### src/imup_pkg.sv
`default_nettype none

package imup_pkg;

  localparam int PAYLOAD_MAX = 32;
  localparam int PIDX_W = $clog2(PAYLOAD_MAX + 1);
  localparam int ADDR_W = $clog2(PAYLOAD_MAX);

  localparam logic [7:0] SYNC_MARK = 8'h55;
  localparam logic [7:0] LEN_LIMIT = 8'(PAYLOAD_MAX);

  localparam logic [7:0] KIND_ATT  = 8'd1;
  localparam logic [7:0] KIND_IMU  = 8'd3;
  localparam logic [7:0] KIND_TEMP = 8'd4;

  localparam logic [PIDX_W-1:0] LEN_ATT  = PIDX_W'(6);
  localparam logic [PIDX_W-1:0] LEN_IMU  = PIDX_W'(12);
  localparam logic [PIDX_W-1:0] LEN_TEMP = PIDX_W'(8);

  localparam logic [2:0] CH_ATT_LAST   = 3'd2;
  localparam logic [2:0] CH_IMU_LAST   = 3'd5;
  localparam logic [2:0] CH_GYRO_FIRST = 3'd3;
  localparam logic [2:0] CH_TEMP       = 3'd3;

  localparam logic [14:0] ATT_SCALE    = 15'd180;
  localparam logic [14:0] UNITY_SCALE  = 15'd1;
  localparam logic [14:0] ACCEL_FS_RST = 15'd4;
  localparam logic [14:0] GYRO_FS_RST  = 15'd2000;

  localparam logic CFG_ACCEL = 1'b0;
  localparam logic CFG_GYRO  = 1'b1;

  typedef enum logic [1:0] {
    ST_VALUE,
    ST_NOVAL,
    ST_BADSUM,
    ST_BADLEN
  } res_status_t;

  typedef enum logic [2:0] {
    UNIT_DEG,
    UNIT_G,
    UNIT_DPS,
    UNIT_CDEG,
    UNIT_NONE
  } unit_t;

  typedef enum logic [1:0] {
    FR_ATT,
    FR_IMU,
    FR_TEMP,
    FR_OTHER
  } frame_class_t;

  typedef struct packed {
    logic        sync_a;
    logic        add_sum;
    logic        load_kind;
    logic        load_len;
    logic        store_data;
    logic        count_good;
    logic        count_bad;
    logic        emit_begin;
    res_status_t emit_status;
    logic        rd;
    logic        mul;
    logic        out_load;
    logic        chan_step;
  } imup_cmd_t;

  typedef struct packed {
    logic         sync_hit;
    logic         len_bad;
    logic         len_zero;
    logic         data_done;
    logic         sum_ok;
    frame_class_t fclass;
    logic         emit_last;
    logic         out_free;
  } imup_stat_t;

endpackage

`default_nettype wire

### src/imu_frame_parser_core.sv
// channel  direction  handshake             payload
// in       input      in_valid / in_ready   rx_byte
// out      output     out_valid / out_ready status, frame_kind, channel, raw_value,
//                                           scaled_value, unit, last, good_count, bad_count
// cfg      input      cfg_we (no wait)      cfg_index, cfg_data
//
// one byte per cycle is taken while a frame is being collected, also while a result
// still sits in the output register
// the checksum byte of an attitude, imu or temperature frame starts, for each value in turn:
// a two-port read of the payload store, one 16x16 multiply, then the result load
// other results (bad checksum, bad length, no value) go straight to the result load
// reset (rst, synchronous) returns the parser to the first sync search, clears both
// totals and restores the full scale registers; the payload store is not cleared
// a stalled out_ready holds the result sequencer, and no byte is taken meanwhile
`default_nettype none

module imu_frame_parser_core import imup_pkg::*; (
  input  wire                clk,
  input  wire                rst,
  // byte stream
  input  wire                in_valid,
  output logic               in_ready,
  input  wire  [7:0]         rx_byte,
  // results
  output logic               out_valid,
  input  wire                out_ready,
  output logic [1:0]         status,
  output logic [7:0]         frame_kind,
  output logic [2:0]         channel,
  output logic signed [15:0] raw_value,
  output logic signed [30:0] scaled_value,
  output logic [2:0]         unit,
  output logic               last,
  output logic [31:0]        good_count,
  output logic [31:0]        bad_count,
  // configuration writes
  input  wire                cfg_we,
  input  wire                cfg_index,
  input  wire  [14:0]        cfg_data
);

  imup_cmd_t  cmd;
  imup_stat_t stat;

  // parse phase and result sequencing
  imup_ctrl u_ctrl (
    .clk      (clk),
    .rst      (rst),
    .in_valid (in_valid),
    .in_ready (in_ready),
    .stat     (stat),
    .cmd      (cmd)
  );

  // header, checksum, payload store, multiplier and result register
  imup_dp u_dp (
    .clk          (clk),
    .rst          (rst),
    .rx_byte      (rx_byte),
    .cfg_we       (cfg_we),
    .cfg_index    (cfg_index),
    .cfg_data     (cfg_data),
    .cmd          (cmd),
    .stat         (stat),
    .out_ready    (out_ready),
    .out_valid    (out_valid),
    .status       (status),
    .frame_kind   (frame_kind),
    .channel      (channel),
    .raw_value    (raw_value),
    .scaled_value (scaled_value),
    .unit         (unit),
    .last         (last),
    .good_count   (good_count),
    .bad_count    (bad_count)
  );

`ifndef SYNTH
  // results are only produced while no byte can be taken
  a_load_not_ready: assert property (@(posedge clk) disable iff (rst)
    cmd.out_load |-> !in_ready)
    else $error("result loaded while taking bytes");

  // a pending result is never overwritten
  a_no_overwrite: assert property (@(posedge clk) disable iff (rst)
    cmd.out_load |-> (!out_valid || out_ready))
    else $error("result register overwritten");

  // a frame is counted once, as good or as bad
  a_one_count: assert property (@(posedge clk) disable iff (rst)
    cmd.count_good |-> !cmd.count_bad)
    else $error("frame counted twice");

  // value results always carry a unit
  a_value_unit: assert property (@(posedge clk) disable iff (rst)
    (out_valid && status == ST_VALUE) |-> (unit != UNIT_NONE))
    else $error("value result without unit");
`endif

endmodule

`default_nettype wire

### src/imup_ctrl.sv
`default_nettype none

module imup_ctrl import imup_pkg::*; (
  input  wire        clk,
  input  wire        rst,
  input  wire        in_valid,
  output logic       in_ready,
  input  imup_stat_t stat,
  output imup_cmd_t  cmd
);

  typedef enum logic [3:0] {
    S_SYNC_A,
    S_SYNC_B,
    S_KIND,
    S_LEN,
    S_DATA,
    S_CHECK,
    E_READ,
    E_MUL,
    E_OUT
  } state_t;

  state_t state;
  state_t state_next;
  logic   accept;

  always_comb begin
    in_ready = (state == S_SYNC_A) || (state == S_SYNC_B) || (state == S_KIND) ||
               (state == S_LEN) || (state == S_DATA) || (state == S_CHECK);
  end

  assign accept = in_valid && in_ready;

  always_comb begin
    cmd = '0;
    cmd.emit_status = ST_NOVAL;
    state_next = state;
    unique case (state)
      S_SYNC_A: begin
        if (accept && stat.sync_hit) begin
          cmd.sync_a = 1'b1;
          state_next = S_SYNC_B;
        end
      end
      S_SYNC_B: begin
        if (accept) begin
          if (stat.sync_hit) begin
            cmd.add_sum = 1'b1;
            state_next = S_KIND;
          end else begin
            state_next = S_SYNC_A;
          end
        end
      end
      S_KIND: begin
        if (accept) begin
          cmd.load_kind = 1'b1;
          cmd.add_sum = 1'b1;
          state_next = S_LEN;
        end
      end
      S_LEN: begin
        if (accept) begin
          if (stat.len_bad) begin
            cmd.count_bad = 1'b1;
            cmd.emit_begin = 1'b1;
            cmd.emit_status = ST_BADLEN;
            state_next = E_OUT;
          end else begin
            cmd.load_len = 1'b1;
            state_next = stat.len_zero ? S_CHECK : S_DATA;
          end
        end
      end
      S_DATA: begin
        if (accept) begin
          cmd.store_data = 1'b1;
          if (stat.data_done) begin
            state_next = S_CHECK;
          end
        end
      end
      S_CHECK: begin
        if (accept) begin
          cmd.emit_begin = 1'b1;
          if (!stat.sum_ok) begin
            cmd.count_bad = 1'b1;
            cmd.emit_status = ST_BADSUM;
            state_next = E_OUT;
          end else if (stat.fclass == FR_OTHER) begin
            cmd.count_good = 1'b1;
            cmd.emit_status = ST_NOVAL;
            state_next = E_OUT;
          end else begin
            cmd.count_good = 1'b1;
            cmd.emit_status = ST_VALUE;
            state_next = E_READ;
          end
        end
      end
      E_READ: begin
        cmd.rd = 1'b1;
        state_next = E_MUL;
      end
      E_MUL: begin
        cmd.mul = 1'b1;
        state_next = E_OUT;
      end
      E_OUT: begin
        if (stat.out_free) begin
          cmd.out_load = 1'b1;
          if (stat.emit_last) begin
            state_next = S_SYNC_A;
          end else begin
            cmd.chan_step = 1'b1;
            state_next = E_READ;
          end
        end
      end
      default: begin
        state_next = S_SYNC_A;
      end
    endcase
  end

  always_ff @(posedge clk) begin
    if (rst) begin
      state <= S_SYNC_A;
    end else begin
      state <= state_next;
    end
  end

endmodule

`default_nettype wire

### src/imup_dp.sv
`default_nettype none

module imup_dp import imup_pkg::*; (
  input  wire                clk,
  input  wire                rst,
  input  wire  [7:0]         rx_byte,
  input  wire                cfg_we,
  input  wire                cfg_index,
  input  wire  [14:0]        cfg_data,
  input  imup_cmd_t          cmd,
  output imup_stat_t         stat,
  input  wire                out_ready,
  output logic               out_valid,
  output logic [1:0]         status,
  output logic [7:0]         frame_kind,
  output logic [2:0]         channel,
  output logic signed [15:0] raw_value,
  output logic signed [30:0] scaled_value,
  output logic [2:0]         unit,
  output logic               last,
  output logic [31:0]        good_count,
  output logic [31:0]        bad_count
);

  logic [14:0]       accel_fs;
  logic [14:0]       gyro_fs;
  logic [7:0]        held_kind;
  logic [PIDX_W-1:0] held_length;
  logic [PIDX_W-1:0] payload_index;
  logic [7:0]        running_sum;
  logic [31:0]       good_total;
  logic [31:0]       bad_total;
  logic [7:0]        mem [PAYLOAD_MAX];
  logic [7:0]        rd_lo;
  logic [7:0]        rd_hi;
  logic [2:0]        chan;
  res_status_t       mode;
  logic signed [30:0] prod;

  frame_class_t       fclass;
  logic               is_value;
  logic               class_last;
  logic [14:0]        factor;
  unit_t              unit_sel;
  logic signed [15:0] raw;
  logic signed [31:0] prod_full;
  logic [PIDX_W:0]    index_inc;
  logic [ADDR_W-1:0]  addr_lo;
  logic [ADDR_W-1:0]  addr_hi;

  // frame decode from the held header
  always_comb begin
    if (held_kind == KIND_ATT && held_length == LEN_ATT) begin
      fclass = FR_ATT;
    end else if (held_kind == KIND_IMU && held_length == LEN_IMU) begin
      fclass = FR_IMU;
    end else if (held_kind == KIND_TEMP && held_length == LEN_TEMP) begin
      fclass = FR_TEMP;
    end else begin
      fclass = FR_OTHER;
    end
  end

  assign is_value  = (mode == ST_VALUE);
  assign index_inc = {1'b0, payload_index} + (PIDX_W + 1)'(1);
  assign addr_lo   = ADDR_W'({chan, 1'b0});
  assign addr_hi   = ADDR_W'({chan, 1'b1});
  assign raw       = $signed({rd_hi, rd_lo});

  always_comb begin
    unique case (fclass)
      FR_ATT:   class_last = (chan == CH_ATT_LAST);
      FR_IMU:   class_last = (chan == CH_IMU_LAST);
      FR_TEMP:  class_last = 1'b1;
      FR_OTHER: class_last = 1'b1;
      default:  class_last = 1'b1;
    endcase
  end

  always_comb begin
    unique case (fclass)
      FR_ATT: begin
        factor = ATT_SCALE;
        unit_sel = UNIT_DEG;
      end
      FR_IMU: begin
        factor = (chan < CH_GYRO_FIRST) ? accel_fs : gyro_fs;
        unit_sel = (chan < CH_GYRO_FIRST) ? UNIT_G : UNIT_DPS;
      end
      FR_TEMP: begin
        factor = UNITY_SCALE;
        unit_sel = UNIT_CDEG;
      end
      default: begin
        factor = UNITY_SCALE;
        unit_sel = UNIT_NONE;
      end
    endcase
  end

  assign prod_full = raw * $signed({1'b0, factor});

  always_comb begin
    stat.sync_hit  = (rx_byte == SYNC_MARK);
    stat.len_bad   = (rx_byte > LEN_LIMIT);
    stat.len_zero  = (rx_byte == 8'd0);
    stat.data_done = (index_inc >= {1'b0, held_length});
    stat.sum_ok    = (rx_byte == running_sum);
    stat.fclass    = fclass;
    stat.emit_last = !is_value || class_last;
    stat.out_free  = !out_valid || out_ready;
  end

  // configuration, a zero write keeps the old value
  always_ff @(posedge clk) begin
    if (rst) begin
      accel_fs <= ACCEL_FS_RST;
      gyro_fs <= GYRO_FS_RST;
    end else if (cfg_we && cfg_data != 15'd0) begin
      unique case (cfg_index)
        CFG_ACCEL: accel_fs <= cfg_data;
        CFG_GYRO:  gyro_fs <= cfg_data;
        default:   accel_fs <= accel_fs;
      endcase
    end
  end

  // header, checksum and counters
  always_ff @(posedge clk) begin
    if (rst) begin
      held_kind <= '0;
      held_length <= '0;
      payload_index <= '0;
      running_sum <= '0;
      good_total <= '0;
      bad_total <= '0;
      chan <= '0;
      mode <= ST_NOVAL;
      out_valid <= 1'b0;
    end else begin
      if (cmd.sync_a) begin
        running_sum <= rx_byte;
      end
      if (cmd.add_sum || cmd.load_len || cmd.store_data) begin
        running_sum <= running_sum + rx_byte;
      end
      if (cmd.load_kind) begin
        held_kind <= rx_byte;
      end
      if (cmd.load_len) begin
        held_length <= rx_byte[PIDX_W-1:0];
        payload_index <= '0;
      end
      if (cmd.store_data) begin
        payload_index <= index_inc[PIDX_W-1:0];
      end
      if (cmd.count_good) begin
        good_total <= good_total + 32'd1;
      end
      if (cmd.count_bad) begin
        bad_total <= bad_total + 32'd1;
      end
      if (cmd.emit_begin) begin
        mode <= cmd.emit_status;
        chan <= (cmd.emit_status == ST_VALUE && fclass == FR_TEMP) ? CH_TEMP : 3'd0;
      end else if (cmd.chan_step) begin
        chan <= chan + 3'd1;
      end
      if (cmd.out_load) begin
        out_valid <= 1'b1;
      end else if (out_ready) begin
        out_valid <= 1'b0;
      end
    end
  end

  // payload store, two registered read ports for one word
  always_ff @(posedge clk) begin
    if (cmd.store_data && payload_index < PIDX_W'(PAYLOAD_MAX)) begin
      mem[payload_index[ADDR_W-1:0]] <= rx_byte;
    end
    if (cmd.rd) begin
      rd_lo <= mem[addr_lo];
      rd_hi <= mem[addr_hi];
    end
  end

  always_ff @(posedge clk) begin
    if (cmd.mul) begin
      prod <= prod_full[30:0];
    end
  end

  // result register
  always_ff @(posedge clk) begin
    if (cmd.out_load) begin
      status <= mode;
      frame_kind <= held_kind;
      channel <= is_value ? chan : 3'd0;
      raw_value <= is_value ? raw : 16'sd0;
      scaled_value <= is_value ? prod : 31'sd0;
      unit <= is_value ? unit_sel : UNIT_NONE;
      last <= stat.emit_last;
      good_count <= good_total;
      bad_count <= bad_total;
    end
  end

endmodule

`default_nettype wire
### config.mk
export PLATFORM = sky130hd
export DESIGN_NAME = imu_frame_parser_core
export DESIGN_NICKNAME = d
export VERILOG_FILES = /design/src/imup_pkg.sv /design/src/imu_frame_parser_core.sv /design/src/imup_ctrl.sv /design/src/imup_dp.sv
export SDC_FILE = /design/constraint.sdc
export NUM_CORES = 1
export LEC_CHECK = 0
export ABC_AREA = 1
export BUFFER_PORTS_ARGS = -buffer_cell sky130_fd_sc_hd__buf_2
export CORE_MARGIN = 2
export CORE_UTILIZATION = 31
export CTS_CLUSTER_SIZE = 24
export DETAILED_ROUTE_END_ITERATION = 8
export GPL_TIMING_DRIVEN = 0
export SYNTH_ARGS = -nofsm -noshare
export SYNTH_HDL_FRONTEND = slang
export SYNTH_SLANG_ARGS = --single-unit
### constraint.sdc
create_clock -name clk -period 8.2 [get_ports clk]
set_input_delay 1.64 -clock clk [delete_from_list [all_inputs] [get_ports clk]]
set_output_delay 1.64 -clock clk [all_outputs]
set_load 0.02 [all_outputs]
# After elaboration in Yosys (flattened, before gate mapping)

Memories as Yosys holds them, arrays and structs flattened. A register that Yosys moved wholly into a read port is not among the register bits.
Cells that the tools add are included.
Widths: inputs -> output; s select.

Add/sub/neg operators: 5
Multipliers: 1
Magnitude comparators: 4
Eq/ne operators: 29
Multiplexer cells: 60
Bitwise operators: 1
Reduce and logical (&&, ||, !) cells: 33

Operators with widths:

| cell                  | number |
|---|---|
| $add 32x1->32 const B | 2 |
| $mux 4                | 13 |
| $pmux 4 s9            | 1 |
| $mul 16x16->31        | 1 |
| $pmux 15 s2           | 1 |
| $mux 1                | 23 |
| $mux 2                | 9 |
| $eq 4x3->1 const B    | 4 |
| $mux 8                | 2 |
| $mux 15               | 1 |
| $reduce_bool 15->1    | 1 |
| $eq 6x4->1 const B    | 2 |
| $mux 6                | 2 |
| $ne 2x1->1 const B    | 5 |
| $logic_or 1x1->1      | 9 |
| $mux 3                | 3 |
| $pmux 3 s3            | 1 |
| $add 8x8->8           | 1 |
| $eq 4x2->1 const B    | 2 |
| $eq 8x1->1 const B    | 1 |
| $eq 8x2->1 const B    | 1 |
| $eq 8x3->1 const B    | 1 |
| $eq 8x7->1 const B    | 1 |
| $eq 8x8->1            | 1 |
| other kinds (28)      | 45 |

Register bits after elaboration: 291
Bits in writable memories: 256
Input bits: 29
Memories kept: 1

Memories:

| memory   | depth | width | rd ports | clocked after memory_dff | wr ports | RTL line      | RTL |
|---|---|---|---|---|---|---|---|
| u_dp.mem | 32    | 8     | 2        | 2                        | 1        | imup_dp.sv:33 | `logic [7:0] mem [PAYLOAD_MAX];` |

# Depth between registers and ports, before layout

Gate-level depths: netlist of the first run.

Word-level depth: 14
Gate-level depth with buffers: 37

# Cells and area by module

From an unflattened synthesis of the first run, not the netlist that was laid out.

Cells, all modules: 2,954
Area total of the unflattened synthesis: 27,447.6 um2

Modules (own cells, without submodules):

| module    | instances | cells each | area an instance (um2) | seq. area each (um2) |
|---|---|---|---|---|
| imup_dp   | 1         | 2,852      | 26,918.3               | 11,661.2 |
| imup_ctrl | 1         | 102        | 529.3                  | 80.1 |

# Worst setup path before layout of the first run

OpenSTA, ideal clock, no wires.

Kind: input to register
From: in out_ready
To: reg u_dp.bad_count[0] (enable)
Data arrival time: 6.982 ns
Setup slack: 0.602 ns
Cell stages on the path: 2
Path buffers: 0
Cells stage by stage: nor2_1 -> nor2_1

RTL lines:

| element                | RTL line                    | RTL |
|---|---|---|
| start: declaration     | imu_frame_parser_core.sv:26 | `input wire out_ready,` |
| end signal: assignment | imup_dp.sv:205              | `bad_count <= bad_total;` |
| end: declaration       | imup_dp.sv:22               | `output logic [31:0] bad_count` |

# Worst setup path after layout of the first run

From: reg u_dp.held_kind[2]
To: reg u_dp.prod[30] (data pin)

Word-level cells in the longest chain between the ends: 8
Elaborated cells between the ends (all ways): 13
Those cells by class: mul (1); eq/ne (4); mux (4); reduce/logical (4)

RTL lines:

| element                                              | RTL line       | RTL |
|---|---|---|
| start: declaration                                   | imup_dp.sv:27  | `logic [7:0] held_kind;` |
| start signal: assignment                             | imup_dp.sv:148 | `held_kind <= rx_byte;` |
| $eq 8x3->1                                           | imup_dp.sv:57  | `end else if (held_kind == KIND_TEMP && held_length == LEN_TEMP) begin` |
| $logic_and 1x1->1                                    | imup_dp.sv:57  |  |
| $mux 1                                               | imup_dp.sv:57  |  |
| $mux 2                                               | imup_dp.sv:55  | `end else if (held_kind == KIND_IMU && held_length == LEN_IMU) begin` |
| $mux 2 *                                             | imup_dp.sv:53  | `if (held_kind == KIND_ATT && held_length == LEN_ATT) begin` |
| $eq 2x1->1 / $logic_not 2->1 (equally long branches) | imup_dp.sv:81  | `unique case (fclass)` |
| $pmux 15 s2 *                                        | imup_dp.sv:81  |  |
| $mul 16x16->31 *                                     | imup_dp.sv:101 | `assign prod_full = raw * $signed({1'b0, factor});` |
| net u_dp.prod_full[30]                               | imup_dp.sv:46  | `logic signed [31:0] prod_full;` |
| end signal: assignment                               | imup_dp.sv:190 | `prod <= prod_full[30:0];` |
| end: declaration                                     | imup_dp.sv:38  | `logic signed [30:0] prod;` |

The timed path passes the listed nets; every way through them passes the cells marked *.
A chain may end at the register's enable or synchronous reset.

==> results of run 1 <==
[power breakdown]
part | switching [W] | leakage, nW | internal (W)
Combinational | 0.0000905 | 8.86 | 0.0000372
Clock | 0.000936 | 0.781 | 0.00129
Sequential | 0.00000811 | 3.81 | 0.00234
[placed cells by master (no fill, tap or decap), types with 7 or more instances in the layout]
master and n:
clkbuf_1 67, nor2_1 407, ha_1 99, a21oi_1 159, clkbuf_16 47, nand2_2 7, nor2_4 9, nand3_1 81
buf_2 174, edfxtp_1 303, clkinv_1 9, inv_1 536, nor3_1 33, buf_4 8, xnor2_1 19, nand2_1 527
o22ai_1 16, nor2_2 7, inv_2 7, clkinv_2 11, nand4_1 32, xor2_1 55, o21ai_0 138, bufinv_16 7
dfxtp_1 132, a31oi_1 18, nor4_1 13, fa_1 241
[cells by family (layout without fill, tap and decap cells)]
kind of cell             after synthesis  count (layout)  synth area share
AND/OR/NAND/NOR                     1135            1135             0.169
buffers and inverters                638             887            0.0893
flip-flops                           435             435             0.424
AO/OA/AOI/OAI                        366             366            0.0738
adder cells (fa/ha/maj)              341             341             0.220
XOR/XNOR                              74              74            0.0234
other                                  0               3                 0
[layout make-up]
class,count,area (um2)
multi-input combinational,1916,13500
sequential,435,11700
buffer,89,409
clock buffer,57,1210
tap,1165,1460
clock inverter,29,380
inverter,549,2060
fill,9100,56700
timing repair buffer,163,908
antenna,3,7.51
[routing by layer]
layer	share of wire	up-vias	track usage
li1	-	9925	-
met1	0.43	9822	0.217
met2	0.47	566	0.278
met3	0.070	127	0.0369
met4	0.026	14	0.0456
met5	0.0012	-	0
[final timing paths]
path | start | endpoint | slack, ns | cells past startpoint
worst max-delay path | u_dp.held_kind[2] | u_dp.prod[30] | 0.49 | 34
worst min-delay path | u_dp.good_total[31] | u_dp.good_count[31] | 0.44 | 0
worst max register to register | u_dp.held_kind[2] | u_dp.prod[30] | 0.49 | 34
worst min register to register | u_dp.good_total[31] | u_dp.good_count[31] | 0.44 | 0
[sequential cells by signal, indices dropped and copies added (netlist names), 15 cells and up]
| name | count |
|---|---|
| u_dp.accel_fs | 15 |
| u_dp.bad_count | 32 |
| u_dp.bad_total | 32 |
| u_dp.good_count | 32 |
| u_dp.good_total | 32 |
| u_dp.gyro_fs | 15 |
| u_dp.mem | 128 |
| u_dp.prod | 31 |
| u_dp.raw_value | 16 |
| u_dp.scaled_value | 31 |
[worst reg2reg max path: cells and delay by family, from the launching register on]
kind | cells | cell delay [ns]
and+or+nand+nor | 16 | 1.89
adders and majority gates | 7 | 3.73
buffers and inverters | 11 | 1.33
DFF | 1 | 0.46
[metrics by stage]
stage / instance area, um2 / TNS [ns] / cells / setup WS (ns)
2_1_floorplan: 27700 / 0 / 2989 / 0.602
3_3_place_gp: 29900 / -313.74 / 4311 / -2.52
3_5_place_dp: 30100 / 0 / 4317 / 0.115
4_1_cts: 31600 / 0 / 4403 / 0.0470
5_1_grt: 31700 / 0 / 4403 / 0.0928
6_report: 31700 / 0 / 4406 / 0.495
[timing repair]
item,4_1_cts,5_1_grt
endpoints found under the setup margin,0,5
resized for setup,0,6
hold endpoints to repair,0,0
==> metrics.cfg, run 1 <==
[worst_setup_path]
crit_family = adder cells
cp.required_ns = 8.54
path_buf_inv = 11
crit_type = register to register
critPathMaxStageDelay_ns = 0.71
end_kind = register
slowest_stage = fa_2
path_max_fanout = 10
arrival_ns = 8.04
path_common_cell = inv_1
critPathLaunchType = register

[global_routing]
grt_max_degree = 35
first_global_vias = 20600
antenna_found_initial = 16
overflow = 0
grt_pass1_wl_um = 117000
grt.total_usage = 0.166

[route]
vias = 20500
wl_per_cell_um = 17.2
first_pass_iters = 7
finalWirelength_um = 75800
drcViolationCount = 0
vias_per_cell = 4.64
ant_nets = 0
drt_iter0_drc = 1357

[logic_synthesis]
syn_nets = 3359
yosysWarningCount = 0
synthesis.area_um2 = 27700
synth_most_common_cell = inv_1
synth.distinct_cells = 53
synth-seq-cells = 435
synth_ff_type = edfxtp_1
post-synth-top-area-fraction = 0.329
async_flop_share = 0
syn-instance-count = 2989
seq_area_frac_synth = 0.424
yosys.area.top_type = edfxtp_1
synth_enable_flop_cells = 303
synthTopCellsByCount = inv_1 (536), nand2_1 (528), nor2_1 (411)
syn_area_per_cell_um2 = 9.26
synth.area.top_cells = edfxtp_1 (33%), fa_1 (18%), dfxtp_1 (9.6%)

[clock_network]
cts_buffers = 47
cts.clk_slew.worst_paths_ns = 0.06
hold_buffers = 0
cts_max_level = 2
cts_tree = yes
clkLatencyLatePin_ns = 0.62
cts-root-buf = clkbuf_16
clkSinkCount = 435
cts_buffer_depth = 3
cts_setup_buffers = 0

[timing]
hold_viol = 0
fin_crit_ns = 7.71
setup_viol = 0
fin_skew_ns = 0.0420
max-slew-margin-rel = 0.358
drv_slew = 0
fmax_mhz = 130
finalCritPeriodShare = 0.940
hold_ws_ns = 0.441
tightest_slew_ns = 0.963
rsz0062_at_grt = no

[finish]
finalNetCount = 3571
final_core_util = 0.358
syn_to_final_growth_pct = 14.5
drive_above_1_share = 0.0976

[die]
row_count = 109
core-area_um2 = 88400
dieHeight_um = 303
io-pin-count = 159
die_area_um2 = 91700
die_w_um = 303
initial_utilization = 0.313

[placed_design]
gp_congestion = 0.931
io_buffers = 157
dpl.hpwl_um = 58600

[power]
power_density_nw_per_um2 = 149
total_power_w = 0.00470
ir_drop_mv = 0.143
p_leak_nw = 13.4

[outcome]
outcome = finished, final reports clean

[worst_hold_path]
holdCritPathClass = register to register

[run]
cap_violations = 0

(Power assumes the default switching activity.)
==> run 2: changes to the inputs <==
--- a/config.mk
+++ b/config.mk
@@ -5,7 +5,6 @@
 export SDC_FILE = /design/constraint.sdc
 export NUM_CORES = 1
 export LEC_CHECK = 0
-export ABC_AREA = 1
 export BUFFER_PORTS_ARGS = -buffer_cell sky130_fd_sc_hd__buf_2
 export CORE_MARGIN = 2
 export CORE_UTILIZATION = 31
==> run 2 against run 1 <==
Against the previous run: hold slack gained 0.013 ns; combinational power is essentially flat; critical path type unchanged; count of clock-buffer cells in the layout grew 4; non-clock buffer count shrank 5.
==> metrics.cfg, run 2 <==
[die]
row_count = 106
die_w_um = 295
io-pin-count = 159
die_area_um2 = 87200
initial_utilization = 0.314
core-area_um2 = 83800
dieHeight_um = 295

[route]
first_pass_iters = 5
wl_per_cell_um = 17.4
finalWirelength_um = 64100
ant_nets = 0
vias_per_cell = 4.58
vias = 16800
drt_iter0_drc = 1031
drcViolationCount = 0

[placed_design]
gp_congestion = 0.895
io_buffers = 157
dpl.hpwl_um = 48200

[global_routing]
antenna_found_initial = 14
grt_max_degree = 77
grt_pass1_wl_um = 99700
grt.total_usage = 0.149
first_global_vias = 17200
overflow = 0

[logic_synthesis]
syn_area_per_cell_um2 = 11.6
syn_nets = 2647
seq_area_frac_synth = 0.446
post-synth-top-area-fraction = 0.346
synthesis.area_um2 = 26300
synth_enable_flop_cells = 303
yosys.area.top_type = edfxtp_1
synth-seq-cells = 435
yosysWarningCount = 0
synth.distinct_cells = 81
synth_most_common_cell = inv_1
synth_ff_type = edfxtp_1
synth.area.top_cells = edfxtp_1 (35%), fa_1 (18%), dfxtp_1 (10%)
syn-instance-count = 2277
synthTopCellsByCount = inv_1 (310), edfxtp_1 (303), nand2_1 (255)
async_flop_share = 0

[power]
ir_drop_mv = 0.127
p_leak_nw = 12.5
power_density_nw_per_um2 = 157

[timing]
hold_viol = 0
setup_viol = 0
rsz0062_at_grt = no
drv_slew = 0
finalCritPeriodShare = 0.964
fin_skew_ns = 0.0489
tightest_slew_ns = 1.23
hold_ws_ns = 0.454
fmax_mhz = 126
max-slew-margin-rel = 0.178
fin_crit_ns = 7.91

[clock_network]
cts.clk_slew.worst_paths_ns = 0.06
cts_buffers = 50
clkLatencyLatePin_ns = 0.62
cts_buffer_depth = 3
hold_buffers = 0
cts-root-buf = clkbuf_16
clkSinkCount = 435
cts_max_level = 2
cts_tree = yes

[worst_setup_path]
critPathMaxStageDelay_ns = 0.59
path_common_cell = fa_1
arrival_ns = 8.23
slowest_stage = or4_4
end_kind = register
critPathLaunchType = register
crit_type = register to register
crit_family = adder cells
path_buf_inv = 5
path_max_fanout = 10
cp.required_ns = 8.53

[worst_hold_path]
holdCritPathClass = register to register

[finish]
syn_to_final_growth_pct = 15.9
drive_above_1_share = 0.146
final_core_util = 0.364
finalNetCount = 2867
final_common_cell = inv_1
largest_reg_flops = 128
final_cell_mix = inv_1 (307), edfxtp_1 (303), nand2_1 (254)

[run]
cap_violations = 0

[outcome]
outcome = finished, final reports clean

==> run 2: kinds of logic after synthesis <==
family,after synthesis,share of synthesized area
AOI/OAI and AO/OA,160,0.0386
xor gates and xnor gates,103,0.0343
adders and majority gates,341,0.231
buffers and inverters,390,0.0582
DFF,435,0.446
muxes,80,0.0457
and+or+nand+nor,768,0.146
==> run 2: worst paths after layout <==
| kind | endpoint | depth (start not counted) | from | slack, ns |
|---|---|---|---|---|
| setup / recovery | u_dp.prod[30] | 25 | u_dp.held_kind[5] | 0.29 |
| hold / removal | u_dp.bad_count[30] | 0 | u_dp.bad_total[30] | 0.45 |
| setup reg to reg | u_dp.prod[30] | 25 | u_dp.held_kind[5] | 0.29 |
| hold reg to reg | u_dp.bad_count[30] | 0 | u_dp.bad_total[30] | 0.45 |
==> run 2: cell type report <==
class | count | area (um2)
fill | 8344 | 53300
multi-input combinational | 1452 | 13200
sequential | 435 | 11700
tap | 1134 | 1420
clock buffer | 61 | 1340
inverter | 311 | 1170
timing repair buffer | 169 | 908
buffer | 78 | 373
clock inverter | 32 | 355
antenna | 2 | 5.00
==> run 2: where the power goes <==
group | internal (W) | switching [W] | leakage, nW | total, W
Sequential | 0.00234 | 0.00000883 | 3.92 | 0.00235
Combinational | 0.0000445 | 0.0000851 | 7.73 | 0.000130
Clock | 0.00134 | 0.000956 | 0.827 | 0.00229
Total | 0.00373 | 0.00105 | 12.5 | 0.00478
==> run 2: what timing repair did <==
action                                  4_1_cts  5_1_grt
endpoints found under the setup margin       11        9
buffers inserted                              0       10
resized for setup                            27       17
pin swaps                                     0        2
gates cloned                                  0        0
==> run 2: worst reg2reg max path, delay by kind of cell (launching register included) <==
kind            cells  cell delay, ns
fa+ha+maj           7            3.51
xor+xnor            1            0.14
simple gates        7            1.64
buf+inv             5            0.73
flops               1            0.33
compound gates      5            1.25
==> run 2: stage by stage <==
| stage | cells | cell area (um2) | setup TNS [ns] | total power [W] | setup slack (ns) |
|---|---|---|---|---|---|
| after floorplan | 2277 | 26300 | 0 | 0.00248 | 0.831 |
| after global placement | 3568 | 28500 | -4.32 | 0.00253 | -0.923 |
| after detailed placement | 3570 | 28600 | -4.29 | 0.00253 | -0.968 |
| after CTS | 3663 | 30400 | 0 | 0.00485 | 0.00325 |
| after global routing | 3673 | 30500 | 0 | 0.00495 | 0.00256 |
| final | 3674 | 30500 | 0 | 0.00478 | 0.291 |
==> run 2: per-layer routing <==
layer	vias to the layer above	GRT usage	wire [um]
met5	-	0	113
met4	20	0.0415	1520
met3	119	0.0415	5040
met2	476	0.234	28900
met1	8260	0.202	28500
li1	7951	-	-
